### src/hw/rtl/tir_pkg.sv
package tir_pkg;

    // configuration register indexes
    localparam logic [2:0] CFG_IN_WIDTH   = 3'd0;
    localparam logic [2:0] CFG_IN_HEIGHT  = 3'd1;
    localparam logic [2:0] CFG_OUT_WIDTH  = 3'd2;
    localparam logic [2:0] CFG_OUT_HEIGHT = 3'd3;
    localparam logic [2:0] CFG_COL_RATIO  = 3'd4;
    localparam logic [2:0] CFG_ROW_RATIO  = 3'd5;

    localparam int CFG_IDX_W = 3;
    localparam int CFG_DATA_W = 26;
    localparam int IN_DIM_W = 10;
    localparam int OUT_DIM_W = 11;
    localparam int RATIO_W = 26;
    localparam int PIX_W = 8;
    localparam int POS_W = 10;
    localparam int WGT_W = 17;
    localparam int FRAC_W = 16;

    localparam logic [WGT_W-1:0] ONE_Q16 = 17'h10000;
    localparam logic [PIX_W-1:0] PIX_MAX = 8'hFF;

    localparam logic CMD_STORE = 1'b0;
    localparam logic CMD_EMIT  = 1'b1;

    // controller to datapath
    typedef struct packed {
        logic store_en;
        logic emit_start;
        logic mul_en;
        logic base_en;
        logic rd_en;
        logic vw_en;
        logic hw_en;
        logic out_load;
        logic rsel;
        logic csel;
    } tir_cmd_t;

    // datapath to controller
    typedef struct packed {
        logic out_full;
    } tir_status_t;

endpackage

### src/hw/rtl/tir_ctrl.sv
module tir_ctrl
    import tir_pkg::*;
(
    input  logic        clk,
    input  logic        rst_n,
    input  logic        in_valid,
    input  logic        in_cmd,
    output logic        in_ready,
    input  tir_status_t status,
    output tir_cmd_t    cmd
);

    typedef enum logic [2:0] {
        S_IDLE,
        S_MUL,
        S_BASE,
        S_RD,
        S_VW,
        S_HW,
        S_OUT
    } state_t;

    state_t state_reg, state_next;
    logic   rsel_reg, rsel_next;
    logic   csel_reg, csel_next;

    always_comb
    begin
        state_next = state_reg;
        rsel_next  = rsel_reg;
        csel_next  = csel_reg;
        cmd        = '0;
        cmd.rsel   = rsel_reg;
        cmd.csel   = csel_reg;
        in_ready   = (state_reg == S_IDLE);
        case (state_reg)
            S_IDLE:
            begin
                if (in_valid && in_cmd == CMD_STORE)
                begin
                    cmd.store_en = 1'b1;
                end
                else if (in_valid)
                begin
                    cmd.emit_start = 1'b1;
                    state_next     = S_MUL;
                end
            end
            S_MUL:
            begin
                cmd.mul_en = 1'b1;
                state_next = S_BASE;
            end
            S_BASE:
            begin
                cmd.base_en = 1'b1;
                rsel_next   = 1'b0;
                csel_next   = 1'b0;
                state_next  = S_RD;
            end
            S_RD:
            begin
                cmd.rd_en  = 1'b1;
                state_next = S_VW;
            end
            S_VW:
            begin
                cmd.vw_en = 1'b1;
                if (!rsel_reg)
                begin
                    rsel_next  = 1'b1;
                    state_next = S_RD;
                end
                else
                begin
                    rsel_next  = 1'b0;
                    state_next = S_HW;
                end
            end
            S_HW:
            begin
                cmd.hw_en = 1'b1;
                if (!csel_reg)
                begin
                    csel_next  = 1'b1;
                    state_next = S_RD;
                end
                else
                begin
                    state_next = S_OUT;
                end
            end
            S_OUT:
            begin
                if (!status.out_full)
                begin
                    cmd.out_load = 1'b1;
                    state_next   = S_IDLE;
                end
            end
            default:
            begin
                state_next = S_IDLE;
            end
        endcase
    end

    always_ff @(posedge clk or negedge rst_n)
    begin
        if (!rst_n)
        begin
            state_reg <= S_IDLE;
            rsel_reg  <= 1'b0;
            csel_reg  <= 1'b0;
        end
        else
        begin
            state_reg <= state_next;
            rsel_reg  <= rsel_next;
            csel_reg  <= csel_next;
        end
    end

endmodule

### config.mk
export PLATFORM = sky130hd
export DESIGN_NAME = tir_ctrl
export DESIGN_NICKNAME = d
export VERILOG_FILES = /design/src/hw/rtl/tir_pkg.sv /design/src/hw/rtl/tir_ctrl.sv
export SDC_FILE = /design/constraint.sdc
export NUM_CORES = 1
export LEC_CHECK = 0
export BUFFER_PORTS_ARGS = -buffer_cell sky130_fd_sc_hd__buf_2
export CORE_AREA = 8 8 45 47
export CTS_BUF_LIST = sky130_fd_sc_hd__clkbuf_8
export DETAILED_ROUTE_END_ITERATION = 6
export DIE_AREA = 0 0 53 55
export GPL_TIMING_DRIVEN = 0
export HOLD_SLACK_MARGIN = 0.1
export PLACE_DENSITY = 0.51
export RECOVER_POWER = 50
export SYNTH_ARGS = -nofsm -noshare
export SYNTH_HDL_FRONTEND = slang
export SYNTH_SLANG_ARGS = --single-unit
export TNS_END_PERCENT = 30
### constraint.sdc
create_clock -name clk -period 1.1 [get_ports clk]
set_input_delay 0.11 -clock clk [delete_from_list [all_inputs] [get_ports clk]]
set_output_delay 0.11 -clock clk [all_outputs]
set_load 0.01 [all_outputs]
==> flow_metrics.py <==
metrics = {
    "finish": {
        "fin_area_um2": 636,
        "n_fill_cell": 135,
        "diodes": 0,
        "syn2layout_area_growth_pct": 80.8,
        "largest_reg_flops": 3,
        "finalNetCount": 77,
        "fin_util_pct": 45.9,
        "layout-drive-gt1-share_pct": 56.3,
    },
    "die": {
        "core_area_um2": 1380,
        "boundaryPins": 16,
        "num_rows": 14,
        "die_h_um": 55,
        "die_w_um": 53,
        "dieArea_um2": 2920,
        "initial_utilization_pct": 25.4,
    },
    "grt": {
        "overflow": 0,
        "antenna_found_initial": 0,
        "grt_max_degree": 9,
        "track_usage_pct": 8.17,
        "grt_pass1_wl_mm": 1.69,
        "grt_pass1_vias": 410,
    },
    "power": {
        "power_density_nw_per_um2": 2780,
        "clock_power_share_pct": 18.4,
        "p_seq_share_pct": 18.2,
        "swShare_pct": 37.5,
        "p_comb_share_pct": 63.4,
        "total_power_uw": 1770,
        "internal_power_uw": 1110,
        "p_switching_uw": 663,
        "ir_drop_v": 0.000938,
        "p_leak_uw": 0.000325,
    },
    "synth": {
        "synth_cell_types": 21,
        "netlist_area_um2": 352,
        "synth.yosys.seq_area_share_pct": 35.6,
        "synth_edf_count": 0,
        "ys.flop_type": "dfrtp_1",
        "syn_inst": 44,
        "ys_seq_elements": 5,
        "synth_nets": 49,
        "syn_area_per_cell_um2": 7.99,
        "synthTopCellsByArea": "dfrtp_1, buf_4, nor2_1",
        "synth-warning-count": 0,
        "yosysTopAreaCell": "dfrtp_1",
        "ys_async_sr_fraction_pct": 100,
        "synth_top_cell_area_share_pct": 35.6,
    },
    "clock_network": {
        "clk_pin_slew_ns": 0.04,
        "root_buffer": "clkbuf_8",
        "cts_buffer_depth": 2,
        "worstSkewPairLatency_ns": 0.22,
        "cts_buffers": 3,
        "cts.sinks": 5,
        "cts_tree": "done",
        "h-tree-depth": 1,
    },
    "worst_setup_path": {
        "reg2reg_depth": 5,
        "cpMostUsedCell": "buf_6",
        "cp_slowest_cell": "dfrtp_1",
        "crit_chain": "buf_6 > nor3_4 > and3_4 > buf_6",
        "cp.required_ns": 0.99,
        "r2r-start": "state_reg[0]",
        "path_max_fanout": 8,
        "r2r-end": "state_reg[2]",
        "r2r_setup_slack_ns": -0.15,
        "critPathLaunchType": "register",
        "end_kind": "output pin",
        "arrival_ns": 1.22,
        "slowest_delay_ns": 0.36,
        "path_class": "register to output pin",
    },
    "placed_design": {
        "place_area_um2": 467,
        "finalWeightedCongestion": 0.660,
        "dpl_worst_slack_ns": -0.0832,
        "place_hpwl_um": 724,
        "io_buffer_count": 15,
    },
    "hold_path": {
        "hold_depth": 3,
        "holdPathEnd": "state_reg[1]",
        "hold_start": "status",
        "min_path_type": "primary input to register",
    },
    "detailed_routing": {
        "first_pass_iters": 2,
        "wl_per_cell_um": 11.8,
        "finalWirelength_mm": 1.03,
        "drc": 0,
        "antenna_left": 0,
        "drtIter0Drc": 2,
        "vias_per_cell": 4.46,
        "num_vias": 388,
    },
    "timing": {
        "rsz0062_at_grt": "true",
        "drv_slew": 0,
        "fin_ws_ns": -0.228,
        "min_period_over_period_pct": 121,
        "max_freq_mhz": 753,
        "fin_setup_tns_ns": -1.47,
        "maxSlewHeadroom_pct": 80.0,
        "tightest_slew_ns": 0.300,
        "setup_viol": 10,
        "fin_skew_ns": 0.000804,
        "hold_viol_final": 0,
        "fin_crit_ns": 1.33,
    },
    "run": {
        "drv_cap": 0,
    },
    "status": {
        "violations": "negative setup slack",
        "outcome": "complete, but fails checks",
    },
}
## layer usage
metal	routed length [um]	GRT usage, %	vias up
li1	-	-	196
met1	382	7.06	183
met2	572	14.3	7
met3	49	2.41	2
met4	27	9.05	0
met5	0	0	-
## power groups by stage
stage	sequential (uW)	clock, uW	combinational, uW
final	322	325	1120
after global routing	332	347	1230
after CTS	315	330	1050
after detailed placement	329	0	776
after global placement	325	0	778
after floorplan	311	0	571
## cell usage in the layout, fill, tap and decap left out, types with 2 or more instances in the layout
master,n
a21oi_1,4
and3_4,2
buf_2,12
buf_4,6
buf_6,9
clkbuf_8,3
dfrtp_1,5
inv_1,2
nand2_1,3
nand2b_4,2
nor2_1,5
nor2_2,3
## Yosys cell counts, types with 2 or more instances
cell type and number:
inv_1 2, dfrtp_1 5, nand2_1 3, buf_2 2
nor2_1 8, nor2b_1 2, and3_1 2, buf_4 4
a21oi_1 4
## per-stage QoR
stage | hold slack, ns | instances
global placement | -0.0653 | 75
finish | 0.223 | 87
floorplan | -0.186 | 44
detailed placement | -0.0656 | 75
global route | 0.237 | 87
CTS | 0.207 | 87
## critical path, delay by kind of cell, from the launching register on
family	cells	cell delay [ns]
buf+inv	2	0.23
flops	1	0.36
simple gates	2	0.40
## cells by family (layout without fill, tap and decap cells)
logic type	Yosys count	after routing	share of synthesized area [%]
compound gates	9	9	15.7
buf+inv	8	35	13.5
flops	5	5	35.6
mux	1	1	2.85
simple gates	21	21	32.4
## worst max path at each step
| stage | start | end | slack, ns |
|---|---|---|---|
| floorplan | state_reg[2] | cmd[8] | -0.02 |
| CTS | state_reg[2] | cmd[8] | -0.23 |
| finish | state_reg[1] | cmd[8] | -0.23 |
| global route | state_reg[1] | cmd[9] | -0.29 |
| detailed placement | state_reg[2] | cmd[8] | -0.08 |
| global placement | state_reg[1] | state_reg[2] | -0.08 |
## repair_timing
action | 4_1_cts | 5_1_grt
hold endpoints to repair | 5 | 0
buffers inserted | 7 | 0
hold buffers | 1 | 0
endpoints found under the setup margin | 10 | 11
gates resized for setup | 9 | 8
cloned | 0 | 0
pin swaps | 2 | 4
## cell type report
class | instances | area [um2] | share of cell area (%)
clock inverter | 1 | 3.75 | 0.591
tap | 16 | 20.0 | 3.15
multi-input combinational | 31 | 218 | 34.3
timing repair buffer | 23 | 164 | 25.8
inverter | 2 | 7.51 | 1.18
sequential | 5 | 125 | 19.7
clock buffer | 3 | 41.3 | 6.50
buffer | 6 | 56.3 | 8.86
Note: power is estimated with default switching activity, not from simulation.
